File: src/design/mlr_pkg.sv
// Shared constants, controller state type and control structs for the line rasterizer.
`timescale 1ns / 1ps
`default_nettype none

package mlr_pkg;

    localparam int MLR_MAX_SPAN   = 63;
    localparam int MLR_COORD_BITS = 11;

    typedef enum logic [0:0] {
        ST_IDLE,
        ST_BUSY
    } mlr_state_t;

    // controller -> datapath
    typedef struct packed {
        logic load;   // capture a new segment from the input beat
        logic step;   // advance to the next pixel
    } mlr_cmd_t;

    // datapath -> controller
    typedef struct packed {
        logic last;   // current pixel closes the segment (or reports an error)
    } mlr_status_t;

endpackage

`default_nettype wire

File: src/design/mlr_ctrl.sv
// Controller state machine: segment acceptance and pixel beat sequencing.
`timescale 1ns / 1ps
`default_nettype none

module mlr_ctrl
    import mlr_pkg::*;
(
    input  wire logic        clk,
    input  wire logic        rst_n,
    input  wire logic        in_valid,
    output logic             in_ready,
    output logic             out_valid,
    input  wire logic        out_ready,
    input  wire mlr_status_t status,
    output mlr_cmd_t         cmd
);

    mlr_state_t state_reg;
    mlr_state_t state_next;

    always_ff @(posedge clk or negedge rst_n)
    begin
        if (!rst_n)
        begin
            state_reg <= ST_IDLE;
        end
        else
        begin
            state_reg <= state_next;
        end
    end

    always_comb
    begin
        state_next = state_reg;
        case (state_reg)
            ST_IDLE:
            begin
                if (in_valid)
                begin
                    state_next = ST_BUSY;
                end
            end
            ST_BUSY:
            begin
                if (out_ready && status.last)
                begin
                    state_next = ST_IDLE;
                end
            end
            default:
            begin
                state_next = ST_IDLE;
            end
        endcase
    end

    always_comb
    begin
        in_ready  = 1'b0;
        out_valid = 1'b0;
        cmd       = '0;
        case (state_reg)
            ST_IDLE:
            begin
                in_ready = 1'b1;
                cmd.load = in_valid;
            end
            ST_BUSY:
            begin
                out_valid = 1'b1;
                cmd.step  = out_ready && !status.last;
            end
            default:
            begin
                in_ready = 1'b0;
            end
        endcase
    end

endmodule

`default_nettype wire

File: src/design/mlr_datapath.sv
// Datapath: octant setup, midpoint decision register, pixel position and step counter.
`timescale 1ns / 1ps
`default_nettype none

module mlr_datapath
    import mlr_pkg::*;
#(
    parameter int COORD_BITS = MLR_COORD_BITS,
    parameter int MAX_SPAN   = MLR_MAX_SPAN
)
(
    input  wire logic                         clk,
    input  wire mlr_cmd_t                     cmd,
    input  wire logic signed [COORD_BITS-1:0] x_start,
    input  wire logic signed [COORD_BITS-1:0] y_start,
    input  wire logic signed [COORD_BITS-1:0] x_end,
    input  wire logic signed [COORD_BITS-1:0] y_end,
    output logic signed [COORD_BITS-1:0]      pixel_x,
    output logic signed [COORD_BITS-1:0]      pixel_y,
    output logic                              last,
    output logic                              span_error,
    output mlr_status_t                       status
);

    localparam int SPAN_W = (MAX_SPAN < 2) ? 1 : $clog2(MAX_SPAN + 1);
    localparam int D_W    = SPAN_W + 3;

    // setup of a new segment
    logic signed [COORD_BITS:0]   dx;
    logic signed [COORD_BITS:0]   dy;
    logic signed [COORD_BITS:0]   dx_abs_full;
    logic signed [COORD_BITS:0]   dy_abs_full;
    logic        [COORD_BITS-1:0] adx;
    logic        [COORD_BITS-1:0] ady;
    logic        [COORD_BITS-1:0] major;
    logic        [COORD_BITS-1:0] minor;
    logic                         shallow;
    logic                         too_long;
    logic        [SPAN_W-1:0]     ma;
    logic        [SPAN_W-1:0]     mb;
    logic signed [D_W-1:0]        two_mb;
    logic signed [D_W-1:0]        two_ma;

    // per-segment registers
    logic signed [COORD_BITS-1:0] px_reg,      px_next;
    logic signed [COORD_BITS-1:0] py_reg,      py_next;
    logic signed [D_W-1:0]        d_reg,       d_next;
    logic signed [D_W-1:0]        inc_e_reg,   inc_e_next;
    logic signed [D_W-1:0]        inc_ne_reg,  inc_ne_next;
    logic        [SPAN_W-1:0]     count_reg,   count_next;
    logic                         shallow_reg, shallow_next;
    logic                         xneg_reg,    xneg_next;
    logic                         yneg_reg,    yneg_next;
    logic                         err_reg,     err_next;

    logic                         diag;
    logic                         move_x;
    logic                         move_y;

    always_comb
    begin
        dx = $signed({x_end[COORD_BITS-1], x_end}) - $signed({x_start[COORD_BITS-1], x_start});
        dy = $signed({y_end[COORD_BITS-1], y_end}) - $signed({y_start[COORD_BITS-1], y_start});
        dx_abs_full = dx[COORD_BITS] ? -dx : dx;
        dy_abs_full = dy[COORD_BITS] ? -dy : dy;
        adx = dx_abs_full[COORD_BITS-1:0];
        ady = dy_abs_full[COORD_BITS-1:0];
        // ties go to the steep octant
        shallow  = adx > ady;
        major    = shallow ? adx : ady;
        minor    = shallow ? ady : adx;
        too_long = 32'(major) > MAX_SPAN;
        ma       = SPAN_W'(major);
        mb       = SPAN_W'(minor);
        two_mb   = $signed({2'b00, mb, 1'b0});
        two_ma   = $signed({2'b00, ma, 1'b0});
    end

    // d >= 0 takes a diagonal step; the major axis always moves
    always_comb
    begin
        diag   = !d_reg[D_W-1];
        move_x = shallow_reg || diag;
        move_y = !shallow_reg || diag;
    end

    always_comb
    begin
        px_next      = px_reg;
        py_next      = py_reg;
        d_next       = d_reg;
        inc_e_next   = inc_e_reg;
        inc_ne_next  = inc_ne_reg;
        count_next   = count_reg;
        shallow_next = shallow_reg;
        xneg_next    = xneg_reg;
        yneg_next    = yneg_reg;
        err_next     = err_reg;
        if (cmd.load)
        begin
            px_next      = too_long ? '0 : x_start;
            py_next      = too_long ? '0 : y_start;
            d_next       = two_mb - $signed({3'b000, ma});
            inc_e_next   = two_mb;
            inc_ne_next  = two_mb - two_ma;
            count_next   = too_long ? '0 : ma;
            shallow_next = shallow;
            xneg_next    = dx[COORD_BITS];
            yneg_next    = dy[COORD_BITS];
            err_next     = too_long;
        end
        else if (cmd.step)
        begin
            if (move_x)
            begin
                px_next = xneg_reg ? px_reg - COORD_BITS'(1) : px_reg + COORD_BITS'(1);
            end
            if (move_y)
            begin
                py_next = yneg_reg ? py_reg - COORD_BITS'(1) : py_reg + COORD_BITS'(1);
            end
            d_next     = d_reg + (diag ? inc_ne_reg : inc_e_reg);
            count_next = count_reg - SPAN_W'(1);
        end
    end

    always_ff @(posedge clk)
    begin
        px_reg      <= px_next;
        py_reg      <= py_next;
        d_reg       <= d_next;
        inc_e_reg   <= inc_e_next;
        inc_ne_reg  <= inc_ne_next;
        count_reg   <= count_next;
        shallow_reg <= shallow_next;
        xneg_reg    <= xneg_next;
        yneg_reg    <= yneg_next;
        err_reg     <= err_next;
    end

    always_comb
    begin
        pixel_x     = px_reg;
        pixel_y     = py_reg;
        last        = err_reg || (count_reg == '0);
        span_error  = err_reg;
        status.last = last;
    end

endmodule

`default_nettype wire

File: src/design/midpoint_line_rasterizer.sv
// Top level of the eight-octant midpoint line rasterizer.
`timescale 1ns / 1ps
`default_nettype none

// Takes one segment per input beat and emits its pixels, start point first and
// end point last, one output beat per pixel, with last set on the end point.
// The segment's octant only sets which axis is major and the sign of each
// axis step; the midpoint decision value runs in a single register and picks
// between a major-axis step and a diagonal step for every pixel. A segment
// whose major-axis span S is at most MAX_SPAN gives S + 1 beats; a longer one
// gives a single beat at (0, 0) with last and span_error set. Pixels go out
// at one per cycle while out_ready is high. The single decision/position
// register set in the datapath holds one segment at a time, and in_ready is
// high only while no segment is in flight. Coordinates wrap at COORD_BITS
// bits.

module midpoint_line_rasterizer
    import mlr_pkg::*;
#(
    parameter int COORD_BITS = MLR_COORD_BITS,
    parameter int MAX_SPAN   = MLR_MAX_SPAN
)
(
    input  wire logic                         clk,
    input  wire logic                         rst_n,
    // segment channel
    input  wire logic                         in_valid,
    output logic                              in_ready,
    input  wire logic signed [COORD_BITS-1:0] x_start,
    input  wire logic signed [COORD_BITS-1:0] y_start,
    input  wire logic signed [COORD_BITS-1:0] x_end,
    input  wire logic signed [COORD_BITS-1:0] y_end,
    // pixel channel
    output logic                              out_valid,
    input  wire logic                         out_ready,
    output logic signed [COORD_BITS-1:0]      pixel_x,
    output logic signed [COORD_BITS-1:0]      pixel_y,
    output logic                              last,
    output logic                              span_error
);

    mlr_cmd_t    cmd;
    mlr_status_t status;

    // sequencing: take a segment, then hand out one pixel per accepted beat
    mlr_ctrl u_ctrl (
        .clk       (clk),
        .rst_n     (rst_n),
        .in_valid  (in_valid),
        .in_ready  (in_ready),
        .out_valid (out_valid),
        .out_ready (out_ready),
        .status    (status),
        .cmd       (cmd)
    );

    // octant setup, decision value and current pixel; the pixel registers
    // drive the output payload directly and hold while out_ready is low
    mlr_datapath #(
        .COORD_BITS (COORD_BITS),
        .MAX_SPAN   (MAX_SPAN)
    ) u_datapath (
        .clk        (clk),
        .cmd        (cmd),
        .x_start    (x_start),
        .y_start    (y_start),
        .x_end      (x_end),
        .y_end      (y_end),
        .pixel_x    (pixel_x),
        .pixel_y    (pixel_y),
        .last       (last),
        .span_error (span_error),
        .status     (status)
    );

endmodule

`default_nettype wire
File: config.mk
export PLATFORM = sky130hd
export DESIGN_NAME = midpoint_line_rasterizer
export DESIGN_NICKNAME = d
export VERILOG_FILES = /design/src/design/mlr_pkg.sv /design/src/design/mlr_ctrl.sv /design/src/design/mlr_datapath.sv /design/src/design/midpoint_line_rasterizer.sv
export SDC_FILE = /design/constraint.sdc
export NUM_CORES = 1
export LEC_CHECK = 0
export ABC_AREA = 1
export BUFFER_PORTS_ARGS = -buffer_cell sky130_fd_sc_hd__buf_2
export CAP_MARGIN = 30
export CELL_PAD_IN_SITES_DETAIL_PLACEMENT = 0
export CELL_PAD_IN_SITES_GLOBAL_PLACEMENT = 1
export CORE_MARGIN = 8
export CORE_UTILIZATION = 44
export CTS_BUF_LIST = sky130_fd_sc_hd__clkbuf_4
export DETAILED_ROUTE_END_ITERATION = 7
export PLACE_DENSITY_LB_ADDON = 0.1
export SLEW_MARGIN = 10
export SYNTH_ARGS = -nofsm -noshare
export SYNTH_HDL_FRONTEND = slang
export SYNTH_SLANG_ARGS = --single-unit
export TNS_END_PERCENT = 50
File: constraint.sdc
create_clock -name clk -period 3.1 [get_ports clk]
set_input_delay 0.155 -clock clk [delete_from_list [all_inputs] [get_ports clk]]
set_output_delay 0.155 -clock clk [all_outputs]
set_load 0.01 [all_outputs]
### Yosys cells after proc, flatten, opt, wreduce, memory -nomap -nowiden

Index checks and enable logic that the tools add are counted.

* output and inout port bits: 26
* input port bits: 48
* logic and storage cells: 67
* register bits after elaboration: 57

* bitwise operators: 1
* reductions and logical operators: 14
* add/subtract/negate cells: 12
* mux-type cells: 27
* $lt $le $gt $ge: 2

Operators with widths (number)
* $mux W11: 13
* $mux W9: 3
* $mux W6: 4
* $sub A11 B11 Y12: 2
* $add A11 B2 Y11 const B: 2
* $neg A11 Y11: 2
* $sub A11 B2 Y11 const B: 2
* $gt A11 B11 Y1: 1
* $gt A11 B6 Y1 const B: 1
* $add A9 B9 Y9: 1
* $sub A7 B6 Y8: 1
* $sub A7 B7 Y8: 1
* $logic_not A6 Y1: 1
* $mux W1: 6
* $reduce_bool A2 Y1: 3
* $sub A6 B1 Y6 const B: 1
* $reduce_and A2 Y1: 2
* $logic_not A1 Y1: 3
* $logic_or A1 B1 Y1: 3
* $logic_and A1 B1 Y1: 2
* $pmux W1 S2: 1
* $not A1 Y1: 1

### Longest topological paths before layout

Gate-level depths: netlist of run 1.

* depth after elaboration: 8
* gate-level depth with buffers: 36
* gate-level depth less buffers: 35

### By module

A second synthesis of run 1 with hierarchy kept.

* cell total of the unflattened synthesis: 1032
* area, all modules: 6867.8 um^2

By module, submodules not included
* mlr_datapath: area an instance 6804.0 um^2, cells each 1022, times used 1, seq. area each 1591.5 um^2
* mlr_ctrl: area an instance 63.8 um^2, cells each 10, times used 1, seq. area each 25.0 um^2

### Least setup slack after synthesis of run 1

No wires, ideal clock.

* kind: input-to-reg
* start: in x_end[0]
* end: reg u_datapath.d_reg[6] (data pin)
* path buffers: 2
* path slack: -1304 ps
* library setup time: 254 ps
* arrival: 4150 ps
* required time: 2846 ps
* stages: 30
* path through: inv_1 -> ha_1 -> fa_1 -> nand3b_1 -> nand2_1 -> a21oi_1 -> xor2_1 -> nand2_1 -> nor2_2 -> nand3_1 -> nand2_1 -> nand2_1 -> nand2_1 -> nand2_1 -> ha_1 -> a21oi_1 -> a21boi_0 -> nand3_1 -> nand2_1 -> buf_2 -> buf_2 -> nand2_1 -> o21ai_1 -> ha_1 -> a21oi_1 -> nor2_1 -> a211oi_1 -> nand3_1 -> nand3_1 -> nand2_1

* word-level cells in the longest chain between the ends: 7
* elaborated cells between the ends (all ways): 8
* classes of those cells: add/sub (3); order compare (1); mux (4)

Ends and longest elaborated chain
* from (decl): line midpoint_line_rasterizer.sv:31 `input wire logic signed [COORD_BITS-1:0] x_end,`
* $sub A11 B11 Y12 *: line mlr_datapath.sv:62 `dx = $signed({x_end[COORD_BITS-1], x_end}) - $signed({x_start[COORD_BITS-1], x_start});`
* $neg A11 Y11: line mlr_datapath.sv:64 `dx_abs_full = dx[COORD_BITS] ? -dx : dx;`
* $mux W11 *: line mlr_datapath.sv:64
* $gt A11 B11 Y1: line mlr_datapath.sv:69 `shallow = adx > ady;`
* $mux W6 *: line mlr_datapath.sv:71 `minor = shallow ? ady : adx;`
* named net u_datapath.minor[2]: line mlr_datapath.sv:36 `logic [COORD_BITS-1:0] minor;`
* $sub A7 B6 Y8 *: line mlr_datapath.sv:103 `d_next = two_mb - $signed({3'b000, ma});`
* $mux W9 *: line mlr_datapath.sv:99 `if (cmd.load)`
* named net u_datapath.d_next[6]: line mlr_datapath.sv:47 `logic signed [D_W-1:0] d_reg, d_next;`
* to (signal assigned): line mlr_datapath.sv:131 `d_reg <= d_next;`
* to (decl): line mlr_datapath.sv:47

The timed path passes the listed nets; every way through them passes the cells marked *.
A chain may end at the register's enable or synchronous reset.

### Final worst setup path of run 1

* start: in x_end[0]
* end: reg u_datapath.d_reg[6] (data pin)

* word-level cells in the longest chain between the ends: 7
* elaborated cells between the ends (all ways): 8
* classes of those cells: add/sub (3); order compare (1); mux (4)

Ends and longest elaborated chain (line)
* $sub A11 B11 Y12 *: mlr_datapath.sv:62
* $neg A11 Y11: mlr_datapath.sv:64
* $mux W11 *: mlr_datapath.sv:64
* $gt A11 B11 Y1: mlr_datapath.sv:69
* $mux W6 or $mux W11 (tied branches): mlr_datapath.sv:71, mlr_datapath.sv:70
* $sub A7 B6 Y8 *: mlr_datapath.sv:103
* $mux W9 *: mlr_datapath.sv:99
* named net u_datapath.d_next[6]: mlr_datapath.sv:47

Marked as above.

==> impl_metrics.json, run 1 <==
{
  "routed_wl_um": 19900,
  "hold_viol": 0,
  "ys_seq_area_share_pct": 25.5,
  "dp_slack_ns": -1.44,
  "p_per_area_nw_per_um2": 808,
  "io_buffers": 73,
  "final_nets": 1306,
  "cts_buffer_depth": 2,
  "final_cell_area_um2": 9650,
  "setup_viol": 47,
  "leakagePower_uw": 0.00494,
  "clk_latency_ns": 0.40,
  "first_global_vias": 6364,
  "path_max_fanout": 6,
  "worstSetupStartpointType": "primary input",
  "end_kind": "flip-flop",
  "dpl-instance-area_um2": 8350,
  "cp_top_family": "simple AND/OR/NAND/NOR gates",
  "synth_cell_type_count": 48,
  "ys_async_sr_fraction_pct": 1.85,
  "rows": 44,
  "worst_pin_slew_ns": 0.595,
  "clk_pin_slew_ns": 0.17,
  "start_util_pct": 44.3,
  "syn2layout_area_growth_pct": 52.1,
  "fin_skew_ns": 0.0217,
  "finalCritPeriodShare_pct": 126,
  "ys_seq_elements": 54,
  "layout-drive-gt1-share_pct": 40.4,
  "grt_max_degree": 41,
  "report.final.slew_viol_count": 0,
  "crit_type": "in -> reg",
  "core-area_um2": 14300,
  "holdWs_ns": 0.0370,
  "critPathMaxStageDelay_ns": 0.36,
  "ios": 74,
  "fmax_mhz": 257,
  "drt_pre_antenna_iters": 7,
  "syn-cell-area_um2": 6340,
  "avgSynthCellArea_um2": 6.97,
  "crit_buf_inv": 4,
  "drt_iter0_markers": 354,
  "grt_first_pass_wirelength_um": 31300,
  "synth_ff_type": "edfxtp_1",
  "ir_drop_mv": 0.433,
  "viasPerCell": 4.88,
  "dieArea_um2": 18500,
  "track_usage_pct": 21.2,
  "ys_warn_count": 0,
  "violations": "setup timing",
  "die_w_um": 136,
  "numCtsBuffers": 5,
  "final.min_clock_period_ns": 3.90,
  "slew_headroom_pct": 59.9,
  "cts_tree": "done",
  "h-tree-depth": 2,
  "route.vias.total": 6693,
  "postRouteAntennaNets": 0,
  "cpMaxStageDelayCell": "fa_2",
  "routedWlPerCell_um": 14.5,
  "hpwl_um": 15300,
  "synth_edf_count": 53,
  "fin_ws_ns": -0.798,
  "fin_setup_tns_ns": -27.56,
  "drc": 0,
  "p_total_uw": 7790,
  "place_congestion": 0.850,
  "antenna_found_initial": 1,
  "clkSinkCount": 54,
  "crit_required_ns": 3.26,
  "hp-class": "in -> reg",
  "synth_fp_nets": 1031,
  "rsz0062_at_grt": "yes",
  "maxCapViolCount": 0,
  "arrival_ns": 4.06,
  "cts-root-buf": "clkbuf_4",
  "outcome": "finished, violations left",
  "synthCells": 910,
  "grt-ovfl-total": 0,
  "die_y_um": 136
}
==> power breakdown <==
| part | leakage, uW | total, uW | switching, uW | internal (uW) |
|---|---|---|---|---|
| Sequential | 0.000506 | 1170 | 74.6 | 1100 |
| Combinational | 0.00440 | 6200 | 3220 | 2980 |
| Clock | 0.0000419 | 425 | 246 | 179 |
| Total | 0.00494 | 7790 | 3540 | 4250 |
==> worst paths after layout <==
kind	start	endpoint	slack, ns	cells after the start
setup / recovery	x_end[0]	u_datapath.d_reg[6]	-0.80	29
hold / removal	out_ready	u_ctrl.state_reg	0.04	4
setup reg to reg	u_datapath.d_reg[8]	u_datapath.d_reg[8]	0.24	19
hold reg to reg	u_datapath.span_error	u_ctrl.state_reg	0.58	3
max in group asynchronous	rst_n	u_ctrl.state_reg	2.46	3
min in group asynchronous	rst_n	u_ctrl.state_reg	0.56	3
==> metrics by stage <==
step                      utilization, %  instances
after floorplan                        -        910
after global routing                67.4       1371
after global placement              58.3       1322
after detailed placement            58.3       1322
final                               67.4       1371
after CTS                           64.2       1358
==> metal layers <==
metal	wire [um]	share of wire (%)	vias up	global-route usage (%)
li1	-	-	3504	-
met5	0	0	-	0
met4	371	1.9	0	6.04
met2	9450	47	145	36.3
met3	862	4.3	26	2.37
met1	9240	46	3018	27.7
==> cells in the final DEF, fill, tap and decap left out, drive strengths merged, types with 7 or more instances in the layout <==
cell type	instances
buf	284
nand2	256
inv	147
nand3	106
nor2	86
ha	68
edfxtp	53
a21oi	46
o21ai	39
xor2	22
xnor2	12
nand4	10
or2	9
a21o	7
==> cell type report <==
class / instances / area, um2
flip-flops and latches: 54 / 1620
multi-input cells: 690 / 4920
repair buffers: 287 / 2230
well taps: 184 / 230
fillers: 1206 / 4670
clock inverters: 2 / 37.5
inverters: 147 / 569
clock buffers: 6 / 45.0
diodes: 1 / 2.50
==> what timing repair did <==
item | CTS | global route
endpoints found under the hold margin | 1 | 1
setup endpoints to repair | 50 | 50
pin swaps | 53 | 55
hold buffers | 1 | 1
gates cloned | 5 | 0
buffers inserted | 34 | 11
gates resized for setup | 110 | 75
==> cells in the mapped netlist, types with 2 or more instances <==
cell type / count / area (um2)
edfxtp_1: 53 / 1590
xnor2_2: 3 / 48.8
nand3b_1: 6 / 45.0
a21oi_1: 43 / 215
or2_2: 8 / 50.1
nand2_2: 9 / 56.3
buf_2: 5 / 25.0
nor2_1: 83 / 312
o21ai_0: 25 / 125
o21ai_1: 10 / 50.1
nand4_1: 9 / 56.3
nor2_2: 3 / 18.8
nand3_2: 13 / 130
and3_1: 2 / 12.5
buf_6: 4 / 45.0
xnor2_1: 9 / 78.8
a31oi_1: 2 / 12.5
nand2_1: 246 / 923
o21bai_1: 3 / 22.5
nand3_1: 92 / 460
fa_1: 5 / 100
ha_1: 68 / 851
clkbuf_1: 7 / 26.3
buf_4: 2 / 15.0
a21oi_2: 2 / 17.5
xor2_1: 18 / 158
xor2_2: 4 / 65.1
a21o_1: 7 / 52.6
inv_1: 144 / 541
o21ai_2: 4 / 35.0
inv_2: 3 / 11.3
nor3_1: 2 / 10.0
==> cell families after synthesis <==
| logic type | after synthesis | share of synthesized area (%) |
|---|---|---|
| xor+xnor | 34 | 5.52 |
| mux | 1 | 0.158 |
| buf+inv | 166 | 10.8 |
| compound gates | 104 | 9.47 |
| flops | 54 | 25.5 |
| fa+ha+maj | 73 | 15.0 |
| simple gates | 478 | 33.6 |
==> worst min-delay path: stages <==
cell and delay (ns):
buf_2 0.07, nand2_1 0.04, inv_1 0.06, a22oi_1 0.08
(Power assumes the default switching activity.)
==> run 2: changes to the inputs <==
Settings changed: CELL_PAD_IN_SITES_DETAIL_PLACEMENT 0 to 1, CORE_UTILIZATION 44 to 35, PLACE_DENSITY set to 0.66, PLACE_DENSITY_LB_ADDON 0.1 to unset.
==> impl_metrics.json, run 2 (synthesis gave the netlist of run 1 again) <==
{
  "postRouteAntennaNets": 0,
  "arrival_ns": 4.20,
  "pwr-share-comb_pct": 80.2,
  "viasPerCell": 4.89,
  "die_w_um": 151,
  "worstSetupStartpointType": "primary input",
  "violations": "setup timing",
  "clkSinkCount": 54,
  "dp_slack_ns": -1.53,
  "cts_tree": "done",
  "final_cell_area_um2": 9500,
  "dpl-instance-area_um2": 8440,
  "clk_latency_ns": 0.39,
  "rrSetupSlack_ns": 0.23,
  "cpMaxStageDelayCell": "fa_2",
  "path_max_fanout": 6,
  "routedWlPerCell_um": 16.8,
  "setup_viol": 49,
  "p_int_uw": 3970,
  "seq_power_share_pct": 15.5,
  "layout.cells.non_filler": 1405,
  "worst_pin_slew_ns": 0.541,
  "layout-drive-gt1-share_pct": 40.9,
  "leakagePower_uw": 0.00481,
  "syn2layout_area_growth_pct": 49.8,
  "fillCellCount": 2283,
  "first_global_vias": 7304,
  "drt_iter0_markers": 196,
  "dieArea_um2": 22700,
  "place_congestion": 0.863,
  "track_usage_pct": 20.2,
  "clkPwrFrac_pct": 4.3,
  "cts_buffer_depth": 2,
  "clk_pin_slew_ns": 0.16,
  "final_common_cell": "nand2_1",
  "critPathMaxStageDelay_ns": 0.41,
  "crit_required_ns": 3.27,
  "antenna_found_initial": 1,
  "dp_cells": 1368,
  "cts-root-buf": "clkbuf_4",
  "rows": 49,
  "start_util_pct": 35.4,
  "drc": 0,
  "numCtsBuffers": 5,
  "crit_type": "in -> reg",
  "reg2regPathDepth": 19,
  "rsz0062_at_grt": "yes",
  "h-tree-depth": 2,
  "outcome": "finished, violations left",
  "final_nets": 1296,
  "grt_max_degree": 50,
  "fmax_mhz": 248,
  "fin_setup_tns_ns": -30.43,
  "fin_skew_ns": 0.0107,
  "holdPathEnd": "u_ctrl.state_reg",
  "ios": 74,
  "route.vias.total": 6869,
  "drt_pre_antenna_iters": 4,
  "p_sw_share_pct": 47.9,
  "hold_viol": 0,
  "ir_drop_mv": 0.411,
  "r2r_start": "u_datapath.d_reg[8]",
  "hpwl_um": 18200,
  "finalCritPeriodShare_pct": 130,
  "grt-ovfl-total": 0,
  "p_per_area_nw_per_um2": 801,
  "end_kind": "flip-flop",
  "grt_first_pass_wirelength_um": 36800,
  "reg2reg_to": "u_datapath.d_reg[8]",
  "core-area_um2": 17900,
  "routed_wl_um": 23600,
  "fin_ws_ns": -0.927,
  "holdPathStages": 4,
  "p_sw_uw": 3650,
  "slew_headroom_pct": 64.0,
  "holdWs_ns": 0.0318,
  "crit_top_cell": "nand2_1",
  "final.min_clock_period_ns": 4.03,
  "layout_common_cells": "nand2_1 (205), buf_4 (188), inv_1 (133)",
  "maxCapViolCount": 0,
  "hp-class": "in -> reg",
  "die_y_um": 151,
  "io_buffers": 73,
  "holdCritStartpoint": "out_ready",
  "report.final.slew_viol_count": 0
}
-- run 2: stage by stage --
step           total power [uW]  utilization, %
2_1_floorplan              4210               -
3_3_place_gp               5990            47.1
3_5_place_dp               6130            47.1
4_1_cts                    7090            50.2
5_1_grt                    8200            53.1
6_report                   7610            53.1
-- run 2: how the worst max path moves through the flow --
stage / startpoint / endpoint / slack [ns] / cells past startpoint
after floorplan: x_end[0] / u_datapath.d_reg[6] / -0.91 / 30
after global placement: x_end[0] / u_datapath.d_reg[6] / -1.42 / 30
after detailed placement: x_end[0] / u_datapath.d_reg[6] / -1.53 / 30
after CTS: x_end[0] / u_datapath.d_reg[6] / -0.74 / 30
after global routing: y_end[0] / u_datapath.d_reg[6] / -1.13 / 32
final: y_end[0] / u_datapath.d_reg[6] / -0.93 / 31
-- run 2: area by class of cell --
cell class	instances	area, um2	area share [%]
clock buffer	6	45.0	0.474
timing repair buffer	275	2060	21.6
clock inverter	1	7.51	0.0790
antenna	1	2.50	0.0263
tap	229	287	3.02
sequential	54	1620	17.0
inverter	147	569	5.99
multi-input combinational	692	4920	51.8
-- run 2: timing repair --
item	in CTS	in global routing
hold buffers	1	0
endpoints found under the setup margin	49	49
pin swaps	59	51
gates cloned	1	5
resized for setup	85	84
endpoints found under the hold margin	1	0
buffers inserted	15	8
-- run 2: worst max-delay path: cells and delay by family --
kind | cells | cell delay (ns)
and+or+nand+nor | 18 | 1.80
AOI/OAI and AO/OA | 3 | 0.51
adders and majority gates | 4 | 1.05
buffers and inverters | 5 | 0.44
xor gates and xnor gates | 1 | 0.23
-- run 2: power by group through the flow --
stage                     logic [uW]  registers [uW]  clock network [uW]
after global placement          4790            1200                   0
final                           6100            1180                 330
after detailed placement        4930            1200                   0
after CTS                       5560            1180                 345
after floorplan                 3020            1190                   0
after global routing            6640            1200                 359
-- run 2: layer usage --
layer	vias up	routed length, um	track usage (%)	part of all wire [%]
li1	3471	-	-	-
met1	3269	10600	25.7	45
met2	99	11900	36.9	51
met3	30	549	1.11	2.3
met4	0	472	4.11	2.0
met5	-	0	0	0
